## config.mk

```make
export PLATFORM = sky130hd
export DESIGN_NAME = color_sensor_frequency_to_rgb
export DESIGN_NICKNAME = d
export VERILOG_FILES = /design/src/hdl/csf_pkg.sv /design/src/hdl/color_sensor_frequency_to_rgb.sv /design/src/hdl/csf_queue.sv /design/src/hdl/csf_front.sv /design/src/hdl/csf_back.sv
export VERILOG_INCLUDE_DIRS = /design/src /design/src/hdl
export SDC_FILE = /design/constraint.sdc
export NUM_CORES = 2
export LEC_CHECK = 0
export BUFFER_PORTS_ARGS = -buffer_cell sky130_fd_sc_hd__buf_2
export CAP_MARGIN = 20
export CORE_MARGIN = 1
export CORE_UTILIZATION = 65
export CTS_BUF_LIST = sky130_fd_sc_hd__clkbuf_4
export DETAILED_ROUTE_END_ITERATION = 16
export PLACE_DENSITY = 0.87
export SLEW_MARGIN = 20
export SYNTH_ARGS = -nofsm -noshare
export SYNTH_HDL_FRONTEND = slang
export SYNTH_SLANG_ARGS = --single-unit
```

## constraint.sdc

```tcl
create_clock -name clk -period 8.5 [get_ports clk]
set_clock_uncertainty 0.2 [all_clocks]
set_input_delay 0.85 -clock clk [delete_from_list [all_inputs] [get_ports clk]]
set_output_delay 0.85 -clock clk [all_outputs]
set_load 0.02 [all_outputs]
```

## src/hdl/color_sensor_frequency_to_rgb_defines.svh

```systemverilog
// Assertion helpers shared by the queue and back-end modules.
// Each macro expects clk and rst_n in the enclosing module.
`ifndef COLOR_SENSOR_FREQUENCY_TO_RGB_DEFINES_SVH
`define COLOR_SENSOR_FREQUENCY_TO_RGB_DEFINES_SVH

// Same-cycle implication, checked out of reset.
`define CSF_ASSERT_NOW(lbl, ante, cons, msg) \
  lbl: assert property (@(posedge clk) disable iff (!rst_n) (ante) |-> (cons)) else $error(msg);

// Next-cycle implication, checked out of reset.
`define CSF_ASSERT_NEXT(lbl, ante, cons, msg) \
  lbl: assert property (@(posedge clk) disable iff (!rst_n) (ante) |=> (cons)) else $error(msg);

`endif

```

## src/hdl/csf_pkg.sv

```systemverilog
package csf_pkg;

  // Fixed field widths.
  localparam int GATE_BITS      = 16;
  localparam int SCALE_BITS     = 10;
  localparam int HZ_BITS        = 24;
  localparam int VALUE_BITS     = 8;
  localparam int CFG_DATA_BITS  = 24;
  localparam int CFG_INDEX_BITS = 3;
  // Width of 255 * (hz - min), the dividend of the color mapping.
  localparam int NUM_BITS       = HZ_BITS + VALUE_BITS;

  localparam logic [HZ_BITS-1:0]    HZ_MAX    = 24'hFFFFFF;
  localparam logic [VALUE_BITS-1:0] VALUE_MAX = 8'd255;

  // Color channel codes.
  localparam logic [1:0] CH_RED   = 2'd0;
  localparam logic [1:0] CH_GREEN = 2'd1;
  localparam logic [1:0] CH_BLUE  = 2'd2;

  // Sensor filter select codes.
  localparam logic [1:0] FILTER_RED   = 2'h0;
  localparam logic [1:0] FILTER_GREEN = 2'h3;
  localparam logic [1:0] FILTER_BLUE  = 2'h1;

  // Register indexes.
  localparam logic [CFG_INDEX_BITS-1:0] REG_GATE_MS   = 3'd0;
  localparam logic [CFG_INDEX_BITS-1:0] REG_HZ_SCALE  = 3'd1;
  localparam logic [CFG_INDEX_BITS-1:0] REG_RED_MIN   = 3'd2;
  localparam logic [CFG_INDEX_BITS-1:0] REG_RED_MAX   = 3'd3;
  localparam logic [CFG_INDEX_BITS-1:0] REG_GREEN_MIN = 3'd4;
  localparam logic [CFG_INDEX_BITS-1:0] REG_GREEN_MAX = 3'd5;
  localparam logic [CFG_INDEX_BITS-1:0] REG_BLUE_MIN  = 3'd6;
  localparam logic [CFG_INDEX_BITS-1:0] REG_BLUE_MAX  = 3'd7;

  // Register reset values.
  localparam logic [GATE_BITS-1:0]  RST_GATE_MS   = 16'd100;
  localparam logic [SCALE_BITS-1:0] RST_HZ_SCALE  = 10'd10;
  localparam logic [HZ_BITS-1:0]    RST_RED_MIN   = 24'd6000;
  localparam logic [HZ_BITS-1:0]    RST_RED_MAX   = 24'd100000;
  localparam logic [HZ_BITS-1:0]    RST_GREEN_MIN = 24'd5000;
  localparam logic [HZ_BITS-1:0]    RST_GREEN_MAX = 24'd60000;
  localparam logic [HZ_BITS-1:0]    RST_BLUE_MIN  = 24'd6000;
  localparam logic [HZ_BITS-1:0]    RST_BLUE_MAX  = 24'd95000;

  // Settings the scaling back end reads.
  typedef struct packed {
    logic [SCALE_BITS-1:0] hz_scale;
    logic [HZ_BITS-1:0]    red_min;
    logic [HZ_BITS-1:0]    red_max;
    logic [HZ_BITS-1:0]    green_min;
    logic [HZ_BITS-1:0]    green_max;
    logic [HZ_BITS-1:0]    blue_min;
    logic [HZ_BITS-1:0]    blue_max;
  } csf_cfg_t;

  // Channels run red, green, blue, then back to red.
  function automatic logic [1:0] next_channel(input logic [1:0] ch);
    logic [1:0] nxt;
    case (ch)
      CH_RED:   nxt = CH_GREEN;
      CH_GREEN: nxt = CH_BLUE;
      default:  nxt = CH_RED;
    endcase
    return nxt;
  endfunction

  function automatic logic [1:0] filter_code(input logic [1:0] ch);
    logic [1:0] code;
    case (ch)
      CH_RED:   code = FILTER_RED;
      CH_GREEN: code = FILTER_GREEN;
      default:  code = FILTER_BLUE;
    endcase
    return code;
  endfunction

endpackage

```

## src/hdl/color_sensor_frequency_to_rgb.sv

```systemverilog
// Throughput: one sensor sample per clock; the input stalls only when two gate
// results are queued behind the scaling unit.
// A closed gate passes through the queue, then the MUL, PREP and CHK states; a clamped
// or range-error result then skips the shift-subtract divider, any other runs it.
// Reset: synchronous active-low; counters clear, channel returns to red and the
// registers take their default gate, scale and range values.
module color_sensor_frequency_to_rgb #(
  parameter int COUNT_BITS = 24
) (
  input  logic                                  clk,
  input  logic                                  rst_n,
  input  logic                                  in_valid,
  output logic                                  in_ready,
  input  logic                                  in_pulse_level,
  input  logic                                  in_ms_tick,
  output logic                                  out_valid,
  input  logic                                  out_ready,
  output logic [1:0]                            out_channel,
  output logic [csf_pkg::HZ_BITS-1:0]           out_measured_hz,
  output logic [csf_pkg::VALUE_BITS-1:0]        out_color_value,
  output logic                                  out_clamped,
  output logic                                  out_range_error,
  output logic [1:0]                            out_next_filter_select,
  output logic                                  out_last_of_frame,
  input  logic                                  cfg_we,
  input  logic [csf_pkg::CFG_INDEX_BITS-1:0]    cfg_index,
  input  logic [csf_pkg::CFG_DATA_BITS-1:0]     cfg_wdata
);
  import csf_pkg::*;

  logic [GATE_BITS-1:0]  gate_ms_r;
  csf_cfg_t              cfg_r;
  logic                  q_full;
  logic                  q_empty;
  logic                  q_push;
  logic                  q_pop;
  logic [COUNT_BITS+1:0] q_wdata;
  logic [COUNT_BITS+1:0] q_rdata;

  // Configuration registers.
  always_ff @(posedge clk) begin
    if (!rst_n) begin
      gate_ms_r       <= RST_GATE_MS;
      cfg_r.hz_scale  <= RST_HZ_SCALE;
      cfg_r.red_min   <= RST_RED_MIN;
      cfg_r.red_max   <= RST_RED_MAX;
      cfg_r.green_min <= RST_GREEN_MIN;
      cfg_r.green_max <= RST_GREEN_MAX;
      cfg_r.blue_min  <= RST_BLUE_MIN;
      cfg_r.blue_max  <= RST_BLUE_MAX;
    end else if (cfg_we) begin
      case (cfg_index)
        REG_GATE_MS:   gate_ms_r       <= cfg_wdata[GATE_BITS-1:0];
        REG_HZ_SCALE:  cfg_r.hz_scale  <= cfg_wdata[SCALE_BITS-1:0];
        REG_RED_MIN:   cfg_r.red_min   <= cfg_wdata[HZ_BITS-1:0];
        REG_RED_MAX:   cfg_r.red_max   <= cfg_wdata[HZ_BITS-1:0];
        REG_GREEN_MIN: cfg_r.green_min <= cfg_wdata[HZ_BITS-1:0];
        REG_GREEN_MAX: cfg_r.green_max <= cfg_wdata[HZ_BITS-1:0];
        REG_BLUE_MIN:  cfg_r.blue_min  <= cfg_wdata[HZ_BITS-1:0];
        REG_BLUE_MAX:  cfg_r.blue_max  <= cfg_wdata[HZ_BITS-1:0];
        default: begin
        end
      endcase
    end
  end

  // Sampling front end: edge counting and gate timing.
  csf_front #(
    .COUNT_BITS (COUNT_BITS)
  ) u_front (
    .clk         (clk),
    .rst_n       (rst_n),
    .in_valid    (in_valid),
    .in_ready    (in_ready),
    .pulse_level (in_pulse_level),
    .ms_tick     (in_ms_tick),
    .gate_ms     (gate_ms_r),
    .q_full      (q_full),
    .q_push      (q_push),
    .q_data      (q_wdata)
  );

  // Closed gates waiting for scaling.
  csf_queue #(
    .WIDTH (COUNT_BITS + 2)
  ) u_queue (
    .clk       (clk),
    .rst_n     (rst_n),
    .push      (q_push),
    .push_data (q_wdata),
    .full      (q_full),
    .pop       (q_pop),
    .pop_data  (q_rdata),
    .empty     (q_empty)
  );

  // Frequency scaling and color mapping.
  csf_back #(
    .COUNT_BITS (COUNT_BITS)
  ) u_back (
    .clk                    (clk),
    .rst_n                  (rst_n),
    .cfg                    (cfg_r),
    .q_empty                (q_empty),
    .q_data                 (q_rdata),
    .q_pop                  (q_pop),
    .out_valid              (out_valid),
    .out_ready              (out_ready),
    .out_channel            (out_channel),
    .out_measured_hz        (out_measured_hz),
    .out_color_value        (out_color_value),
    .out_clamped            (out_clamped),
    .out_range_error        (out_range_error),
    .out_next_filter_select (out_next_filter_select),
    .out_last_of_frame      (out_last_of_frame)
  );
endmodule

```

## src/hdl/csf_queue.sv

```systemverilog
module csf_queue #(
  parameter int WIDTH = 26
) (
  input  logic             clk,
  input  logic             rst_n,
  input  logic             push,
  input  logic [WIDTH-1:0] push_data,
  output logic             full,
  input  logic             pop,
  output logic [WIDTH-1:0] pop_data,
  output logic             empty
);
  `include "color_sensor_frequency_to_rgb_defines.svh"

  localparam int DEPTH     = 2;
  localparam int PTR_BITS  = 1;
  localparam int CNT_BITS  = $clog2(DEPTH + 1);

  logic [WIDTH-1:0]    entry_r [DEPTH];
  logic [PTR_BITS-1:0] wr_ptr_r;
  logic [PTR_BITS-1:0] rd_ptr_r;
  logic [CNT_BITS-1:0] count_r;

  assign full     = (count_r == CNT_BITS'(DEPTH));
  assign empty    = (count_r == '0);
  assign pop_data = entry_r[rd_ptr_r];

  // Entry storage.
  always_ff @(posedge clk) begin
    if (push) begin
      entry_r[wr_ptr_r] <= push_data;
    end
  end

  // Pointers and fill level.
  always_ff @(posedge clk) begin
    if (!rst_n) begin
      wr_ptr_r <= '0;
      rd_ptr_r <= '0;
      count_r  <= '0;
    end else begin
      if (push) begin
        wr_ptr_r <= wr_ptr_r + 1'b1;
      end
      if (pop) begin
        rd_ptr_r <= rd_ptr_r + 1'b1;
      end
      if (push && !pop) begin
        count_r <= count_r + 1'b1;
      end else if (pop && !push) begin
        count_r <= count_r - 1'b1;
      end
    end
  end

  `CSF_ASSERT_NOW(a_no_push_full, push, !full, "push into a full queue")
  `CSF_ASSERT_NOW(a_no_pop_empty, pop, !empty, "pop from an empty queue")
  `CSF_ASSERT_NEXT(a_push_fills, push && !pop, !empty, "queue empty after a push")
endmodule

```

## src/hdl/csf_front.sv

```systemverilog
module csf_front #(
  parameter int COUNT_BITS = 24
) (
  input  logic                              clk,
  input  logic                              rst_n,
  input  logic                              in_valid,
  output logic                              in_ready,
  input  logic                              pulse_level,
  input  logic                              ms_tick,
  input  logic [csf_pkg::GATE_BITS-1:0]     gate_ms,
  input  logic                              q_full,
  output logic                              q_push,
  output logic [COUNT_BITS+1:0]             q_data
);
  import csf_pkg::*;

  logic                  prev_level_r;
  logic [COUNT_BITS-1:0] edge_count_r;
  logic [GATE_BITS-1:0]  elapsed_r;
  logic [1:0]            channel_r;

  logic                  accept;
  logic                  rise;
  logic [COUNT_BITS-1:0] count_nxt;
  logic [GATE_BITS-1:0]  elapsed_inc;
  logic [GATE_BITS-1:0]  gate_len;
  logic                  gate_close;

  assign in_ready = !q_full;
  assign accept   = in_valid && in_ready;

  // Rising edge count, saturating at the counter's full scale.
  assign rise      = pulse_level && !prev_level_r;
  assign count_nxt = (rise && (edge_count_r != '1)) ? edge_count_r + 1'b1 : edge_count_r;

  // Gate timing: a zero gate length behaves as one tick.
  assign gate_len    = (gate_ms == '0) ? GATE_BITS'(1) : gate_ms;
  assign elapsed_inc = elapsed_r + 1'b1;
  assign gate_close  = ms_tick && !((elapsed_inc < gate_len) && (elapsed_inc != '0));

  // A closed gate hands its channel and edge count to the back end.
  assign q_push = accept && gate_close;
  assign q_data = {channel_r, count_nxt};

  always_ff @(posedge clk) begin
    if (!rst_n) begin
      prev_level_r <= 1'b0;
      edge_count_r <= '0;
      elapsed_r    <= '0;
      channel_r    <= CH_RED;
    end else if (accept) begin
      prev_level_r <= pulse_level;
      if (gate_close) begin
        edge_count_r <= '0;
        elapsed_r    <= '0;
        channel_r    <= next_channel(channel_r);
      end else begin
        edge_count_r <= count_nxt;
        if (ms_tick) begin
          elapsed_r <= elapsed_inc;
        end
      end
    end
  end
endmodule

```

## src/hdl/csf_back.sv

```systemverilog
module csf_back #(
  parameter int COUNT_BITS = 24
) (
  input  logic                               clk,
  input  logic                               rst_n,
  input  csf_pkg::csf_cfg_t                  cfg,
  input  logic                               q_empty,
  input  logic [COUNT_BITS+1:0]              q_data,
  output logic                               q_pop,
  output logic                               out_valid,
  input  logic                               out_ready,
  output logic [1:0]                         out_channel,
  output logic [csf_pkg::HZ_BITS-1:0]        out_measured_hz,
  output logic [csf_pkg::VALUE_BITS-1:0]     out_color_value,
  output logic                               out_clamped,
  output logic                               out_range_error,
  output logic [1:0]                         out_next_filter_select,
  output logic                               out_last_of_frame
);
  import csf_pkg::*;
  `include "color_sensor_frequency_to_rgb_defines.svh"

  localparam int PROD_BITS = COUNT_BITS + SCALE_BITS;

  localparam logic [2:0] S_IDLE = 3'd0;
  localparam logic [2:0] S_MUL  = 3'd1;
  localparam logic [2:0] S_PREP = 3'd2;
  localparam logic [2:0] S_CHK  = 3'd3;
  localparam logic [2:0] S_DIV  = 3'd4;
  localparam logic [2:0] S_DONE = 3'd5;

  logic [2:0]            state_r;
  logic [2:0]            state_nxt;
  logic [1:0]            ch_r;
  logic [COUNT_BITS-1:0] cnt_r;
  logic [PROD_BITS-1:0]  prod_r;
  logic [HZ_BITS-1:0]    hz_r;
  logic [HZ_BITS-1:0]    diff_r;
  logic [HZ_BITS-1:0]    div_r;
  logic                  err_r;
  logic                  below_r;
  logic [NUM_BITS-1:0]   rem_r;
  logic [VALUE_BITS-1:0] q_r;
  logic                  clamp_r;
  logic [2:0]            step_r;
  logic                  out_valid_r;

  logic [HZ_BITS-1:0]    hz_sat;
  logic [HZ_BITS-1:0]    lo;
  logic [HZ_BITS-1:0]    hi;
  logic [NUM_BITS-1:0]   num;
  logic                  over;
  logic [NUM_BITS-1:0]   shifted;
  logic                  fits;
  logic                  load_out;

  assign q_pop    = (state_r == S_IDLE) && !q_empty;
  assign load_out = (state_r == S_DONE) && (!out_valid_r || out_ready);

  // Saturated frequency and the bounds of the channel in hand.
  assign hz_sat = (prod_r > PROD_BITS'(HZ_MAX)) ? HZ_MAX : prod_r[HZ_BITS-1:0];

  always_comb begin
    case (ch_r)
      CH_RED: begin
        lo = cfg.red_min;
        hi = cfg.red_max;
      end
      CH_GREEN: begin
        lo = cfg.green_min;
        hi = cfg.green_max;
      end
      default: begin
        lo = cfg.blue_min;
        hi = cfg.blue_max;
      end
    endcase
  end

  // Dividend 255 * (hz - min); a quotient above 255 clamps.
  assign num  = NUM_BITS'({diff_r, 8'h00}) - NUM_BITS'(diff_r);
  assign over = (num >= NUM_BITS'({div_r, 8'h00}));

  // One quotient bit per cycle, most significant first.
  assign shifted = NUM_BITS'(div_r) << step_r;
  assign fits    = (rem_r >= shifted);

  always_comb begin
    case (state_r)
      S_IDLE:  state_nxt = q_empty ? S_IDLE : S_MUL;
      S_MUL:   state_nxt = S_PREP;
      S_PREP:  state_nxt = S_CHK;
      S_CHK:   state_nxt = (err_r || below_r || over) ? S_DONE : S_DIV;
      S_DIV:   state_nxt = (step_r == '0) ? S_DONE : S_DIV;
      S_DONE:  state_nxt = load_out ? S_IDLE : S_DONE;
      default: state_nxt = S_IDLE;
    endcase
  end

  // Control state.
  always_ff @(posedge clk) begin
    if (!rst_n) begin
      state_r     <= S_IDLE;
      out_valid_r <= 1'b0;
    end else begin
      state_r <= state_nxt;
      if (load_out) begin
        out_valid_r <= 1'b1;
      end else if (out_ready) begin
        out_valid_r <= 1'b0;
      end
    end
  end

  // Datapath.
  always_ff @(posedge clk) begin
    case (state_r)
      S_IDLE: begin
        ch_r  <= q_data[COUNT_BITS+1:COUNT_BITS];
        cnt_r <= q_data[COUNT_BITS-1:0];
      end
      S_MUL: begin
        prod_r <= PROD_BITS'(cnt_r) * PROD_BITS'(cfg.hz_scale);
      end
      S_PREP: begin
        hz_r    <= hz_sat;
        err_r   <= (hi <= lo);
        below_r <= (hz_sat < lo);
        diff_r  <= hz_sat - lo;
        div_r   <= hi - lo;
      end
      S_CHK: begin
        rem_r  <= num;
        step_r <= 3'd7;
        if (err_r) begin
          q_r     <= '0;
          clamp_r <= 1'b0;
        end else if (below_r) begin
          q_r     <= '0;
          clamp_r <= 1'b1;
        end else if (over) begin
          q_r     <= VALUE_MAX;
          clamp_r <= 1'b1;
        end else begin
          q_r     <= '0;
          clamp_r <= 1'b0;
        end
      end
      S_DIV: begin
        if (fits) begin
          rem_r <= rem_r - shifted;
        end
        q_r    <= {q_r[VALUE_BITS-2:0], fits};
        step_r <= step_r - 1'b1;
      end
      default: begin
      end
    endcase
  end

  // Output word register.
  always_ff @(posedge clk) begin
    if (load_out) begin
      out_channel            <= ch_r;
      out_measured_hz        <= hz_r;
      out_color_value        <= q_r;
      out_clamped            <= clamp_r;
      out_range_error        <= err_r;
      out_next_filter_select <= filter_code(next_channel(ch_r));
      out_last_of_frame      <= (ch_r == CH_BLUE);
    end
  end

  assign out_valid = out_valid_r;

  `CSF_ASSERT_NOW(a_div_nonzero, state_r == S_DIV, div_r != '0, "division by zero range")
  `CSF_ASSERT_NEXT(a_done_loads, load_out, out_valid, "finished word not presented")
  `CSF_ASSERT_NOW(a_pop_idle, q_pop, state_r == S_IDLE, "queue popped while busy")
endmodule

```

Word level (Yosys, flattened, before mapping)
Memories as Yosys holds them, arrays and structs flattened. A register that Yosys moved wholly into a read port is not among the register bits.
Index checks and enable logic that the tools add are counted.
- memories kept: 1
- bits in read-only memories: 0
- bits of input ports: 34
- RAM bits: 52
- logic and storage cells: 149
- output and inout bits: 41
- latch bits: 0
- bits in registers: 412
- equal/unequal tests: 19
- $add $sub $neg: 11
- reductions and logical operators: 44
- mux-type cells: 32
- multipliers: 1
- bitwise operators: 0
- $lt $le $gt $ge: 6
- shift operators: 1
- div/mod/pow operators: 0
- memory list (name ; words ; width ; read ports ; clocked after Yosys merged registers in ; write ports ; line ; RTL):
    u_queue.entry_r ; 2 ; 26 ; 1 ; 1 ; 1 ; csf_queue.sv:19 ; logic [WIDTH-1:0] entry_r [DEPTH];
- operators with widths (operator ; number):
    24-bit one-hot mux with 2 select lines ; 2
    24-bit 2-to-1 mux ; 3
    32-bit greater-or-equal comparator ; 2
    32-bit one-hot mux with 2 select lines ; 1
    16-bit 2-to-1 mux ; 3
    24-bit subtractor ; 2
    34-bit by 24-bit > comparator with 1-bit output (second input constant) ; 1
    24-bit by 10-bit multiplier with 34-bit output ; 1
    32-bit 2-to-1 mux ; 1
    24-bit by 3-bit << shifter with 32-bit output ; 1
    32-bit by 24-bit subtractor with 32-bit output ; 1
    32-bit subtractor ; 1
    24-bit by 1-bit adder with 24-bit output (second input constant) ; 1
    24-bit less-or-equal comparator ; 1
    24-bit < comparator ; 1
    8-bit 2-to-1 mux ; 3
    24-bit != test (second input constant) ; 1
    2-bit AND reduction ; 11
    3-bit == test (second input constant) ; 6
    3-bit one-hot mux with 6 select lines ; 1
    16-bit by 1-bit adder with 16-bit output (second input constant) ; 1
    16-bit zero test ; 1
    16-bit < comparator ; 1
    8-bit one-hot mux with 2 select lines ; 1
    other kinds (21) ; 66

Longest topological paths before layout
- depth in word-level cells: 11
- gate-level depth with buffers: 24
- mapped depth without buffers: 21

Hierarchy
Synthesis repeated with hierarchy kept, for this count alone.
- cell total of the unflattened synthesis: 3396
- area, all modules: 33836.2 um2
- modules (own cells, without submodules) (module ; times used ; seq. area each (um2) ; cells an instance ; area an instance (um2)):
    csf_back ; 1 ; 6596.3 ; 2284 ; 22225.1
    color_sensor_frequency_to_rgb ; 1 ; 3403.3 ; 607 ; 6376.1
    csf_front ; 1 ; 860.8 ; 402 ; 3141.8
    csf_queue ; 1 ; 1661.6 ; 103 ; 2093.3

Worst setup path after synthesis
OpenSTA, ideal clock, no wires.
- kind: flip-flop to flip-flop
- start: register u_back.state_r[2]
- end: register u_back.state_r[0]
- setup slack: 1631 ps
- cell stages (with the launch flop): 7
- required time: 8226 ps
- clock period less this slack: 6869 ps
- arrival: 6595 ps
- cells stage by stage: dfxtp_1 -> clkbuf_1 -> nor3b_1 -> a31oi_1 -> and3_1 -> a21o_1 -> a31oi_1
- cells in the longest elaborated chain, start to end: 4
- RTL lines (element ; line ; RTL):
    from (decl) ; csf_back.sv:32 ; logic [2:0] state_r;
    from (signal assigned) ; csf_back.sv:106 ; state_r <= state_nxt;
    3-bit == test ; csf_back.sv:58, csf_back.sv:89 ;
    1-bit logical AND ; csf_back.sv:58 ; assign load_out = (state_r == S_DONE) && (!out_valid_r || out_ready);
    3-bit 2-to-1 mux ; csf_back.sv:95 ; S_DONE: state_nxt = load_out ? S_IDLE : S_DONE;
    3-bit one-hot mux with 6 select lines * ; csf_back.sv:89 ; case (state_r)
Mark *: on every way between the ends. The rest lies on a longest branch, timed or not.
A chain may end at the register's enable or synchronous reset.

Worst setup path after layout
- start: register cfg_r[145] in the netlist's numbering
- end: register u_back.prod_r[31], data pin
- cells in the longest elaborated chain, start to end: 1
- RTL lines (element ; line ; RTL):
    from (decl) ; color_sensor_frequency_to_rgb.sv:32 ; csf_cfg_t cfg_r;
    24-bit by 10-bit multiplier with 34-bit output ; csf_back.sv:123 ; prod_r <= PROD_BITS'(cnt_r) * PROD_BITS'(cfg.hz_scale);
    to (signal assigned) ; csf_back.sv:123 ;
    to (decl) ; csf_back.sv:36 ; logic [PROD_BITS-1:0] prod_r;
No other way between the ends.

==> flow_metrics.tcl <==
set metrics [dict create \
    grt_start_max_net_pins 80 \
    synth_cells 3528 \
    syn_avg_cell_area_sq_um 9.40 \
    p_clk_frac 0.181 \
    async_reset_ff_frac 0 \
    cts_tree "built" \
    drv_slew 0 \
    setup-violations-final 0 \
    p_seq_frac 0.293 \
    synth_common_cells "nand2_1 (634), a21oi_1 (287), inv_1 (287)" \
    slew_headroom 0.295 \
    place_area_sq_um 34000 \
    power_leakage_nw 15.4 \
    drive_above_1_share 0.107 \
    fin_area_sq_um 35700 \
    vias 26000 \
    yosys.area_share.simple 0.174 \
    switching_power_mw 4.85 \
    path_max_fanout 25 \
    overflow 0 \
    first_iter_violations 2327 \
    ys_seq_elements 490 \
    clk_path_buf_depth 3 \
    routed_wl_mm 81.1 \
    clock_tree.root_cell "clkbuf_4" \
    num_io_pins 75 \
    whs_path_depth 3 \
    cts_resized 0 \
    syn-cell-area_sq_um 33200 \
    synth_fa_ha_area_frac 0.186 \
    insertion_delay_ns 0.93 \
    antenna_found_initial 5 \
    fin_nets 4010 \
    tightestPinTransition_ns 1.06 \
    synth_top_family_by_area "adder cells" \
    drt-wirelength-per-cell_um 18.5 \
    initial_core_util 0.660 \
    synth_cell_types 89 \
    endpoint_kind "flop" \
    powerDensity_nw_per_um2 320 \
    coreArea_sq_um 50300 \
    maxCapViolCount 0 \
    io_buffers 74 \
    critPathArrivalTime_ns 7.13 \
    crit_path_start "cfg_r[145]" \
    area_delta_synth_final_pct 7.74 \
    layout_min_cycle_time_ns 6.68 \
    hold_slack_ns 0.0485 \
    synth-compound-area-share 0.126 \
    p_comb_frac 0.526 \
    peakVddDrop_v 0.000292 \
    synth_top_area_frac 0.244 \
    cts_buffers 119 \
    min_to "cfg_r[110]" \
    rr_startpoint "cfg_r[145]" \
    fin_tns_setup_ns 0 \
    avgViaCountPerCell 5.94 \
    track_usage 0.312 \
    ys.flop_type "edfxtp_1" \
    p_int_mw 6.58 \
    hp-class "input pin to flop" \
    worstSetupStartpointType "flop" \
    run_status "complete, no violations" \
    rsz0062_at_grt "false" \
    post-route-period-util 0.786 \
    die_h_um 228 \
    synth_mux_area_frac 0.0456 \
    fmax_ghz 0.150 \
    fp.dieW_um 228 \
    routabilityCongestion 0.957 \
    numClockSinks 490 \
    rr_worst_depth 19 \
    synth-xor-area-share 0.0388 \
    hold_violations 0 \
    drc_errors 0 \
    detailed_place_hpwl_mm 58.2 \
    synth_area_leaders "edfxtp_1 (24%), dfxtp_1 (13%), fa_1 (11%)" \
    ys_seq_area_frac 0.377 \
    yosysMostFrequentCell "nand2_1" \
    path_class "flop to flop" \
    synth-edff-count 269 \
    path_clk_slew_ns 0.07 \
    r2r-end "u_back.prod_r[31]" \
    first_pass_iters 6 \
    cp_data_required_time_ns 8.95 \
    grt_pass1_vias 25600 \
    std_cell_rows 82 \
    synth_fp_nets 3948 \
    timing.reg2reg.setup_slack_ns 1.82 \
    grt_pass1_wl_mm 130 \
    htree_levels 3 \
    synth_top_area_cell "edfxtp_1" \
    hp-start "cfg_wdata[14]" \
    synth_warnings 0 \
    ant_nets 0 \
    swShare 0.424 \
    dieArea_sq_um 51900 \
]
## worst max path at each step
stage                        end  depth (start not counted)
2_1_floorplan  u_back.state_r[0]                          6
3_3_place_gp   u_back.prod_r[31]                         19
3_5_place_dp   u_back.prod_r[31]                         19
4_1_cts        u_back.prod_r[31]                         19
5_1_grt        u_back.prod_r[33]                         19
6_report       u_back.prod_r[31]                         19
## layout by cell type (no fill, tap or decap), types with 73 or more instances in the layout
| master | instances |
|---|---|
| and2_1 | 138 |
| a21oi_1 | 287 |
| a21o_1 | 73 |
| clkbuf_4 | 169 |
| nand3_1 | 95 |
| o21ai_0 | 104 |
| fa_1 | 177 |
| xnor2_1 | 89 |
| dfxtp_1 | 220 |
| nand2_1 | 634 |
| ha_1 | 209 |
| mux2i_1 | 77 |
| inv_1 | 286 |
| edfxtp_1 | 269 |
| nor2_1 | 145 |
| buf_2 | 74 |
## through the flow
step	std cells	total power, mW	util	setup slack [ns]
global placement	4130	9.08	0.675	2.05
global route	4373	12.3	0.711	1.35
floorplan	3528	7.87	-	1.63
detailed placement	4131	9.29	0.675	1.94
finish	4373	11.4	0.711	1.82
CTS	4365	11.4	0.710	1.92
## critical path: stages (launching register included)
cell and delay [ns]:
dfxtp_1 0.92, nand2_1 0.20, fa_1 0.59, inv_1 0.06
fa_1 0.49, fa_1 0.52, fa_1 0.49, inv_1 0.05
fa_1 0.47, inv_1 0.04, ha_1 0.35, and3_1 0.20
nand4_1 0.11, a211o_1 0.25, o211ai_1 0.21, nand3_1 0.18
o311ai_1 0.51, a31oi_1 0.16, or2_1 0.28, xnor2_1 0.13
## power by group through the flow
stage	combinational [mW]	clock [mW]	sequential, mW
4_1_cts	5.95	2.10	3.34
3_3_place_gp	5.70	0	3.38
5_1_grt	6.75	2.22	3.37
2_1_floorplan	4.69	0	3.18
3_5_place_dp	5.90	0	3.39
6_report	6.01	2.07	3.35
## flip-flops by register name (all words and copies together) (netlist names), 2 cells and up
signal	count
u_back.cnt_r	24
u_back.step_r	3
u_back.rem_r	32
u_queue.entry_r	52
u_front.channel_r	2
u_back.out_channel	2
u_back.ch_r	2
u_front.edge_count_r	24
cfg_r	154
u_back.div_r	24
u_back.out_color_value	8
u_back.out_next_filter_select	2
u_front.elapsed_r	16
u_back.prod_r	34
u_queue.count_r	2
u_back.out_measured_hz	24
u_back.hz_r	24
gate_ms_r	16
u_back.q_r	8
u_back.diff_r	24
u_back.state_r	3
## logic make-up after synthesis
family	after synthesis
XOR/XNOR	146
buffers and inverters	458
adder cells (fa/ha/maj)	386
multiplexers	127
flip-flops	490
AND/OR/NAND/NOR	1246
AO/OA/AOI/OAI	675
## area by class of cell
cell class                      count  area [sq um]
Multi-Input combinational cell   2580         19000
Fill cell                        3681         14500
Sequential cell                   490         12500
Clock buffer                      169          1270
Inverter                          289          1090
Tap cell                          672           841
Timing Repair Buffer              110           679
Clock inverter                     56           367
Antenna cell                        7          17.5
## per-layer routing
| metal | GRT usage | wire (um) | up-vias |
|---|---|---|---|
| met3 | 0.0635 | 7060 | 214 |
| met4 | 0.138 | 3240 | 6 |
| met5 | 0 | 34 | - |
| met1 | 0.401 | 32600 | 12300 |
| li1 | - | - | 12300 |
| met2 | 0.511 | 38200 | 1133 |
## what timing repair did
| item | 4_1_cts | 5_1_grt |
|---|---|---|
| buffers inserted | 0 | 0 |
| hold buffers | 9 | 0 |
| hold endpoints to repair | 44 | 0 |
No activity file was read; power rests on OpenSTA's default activity.
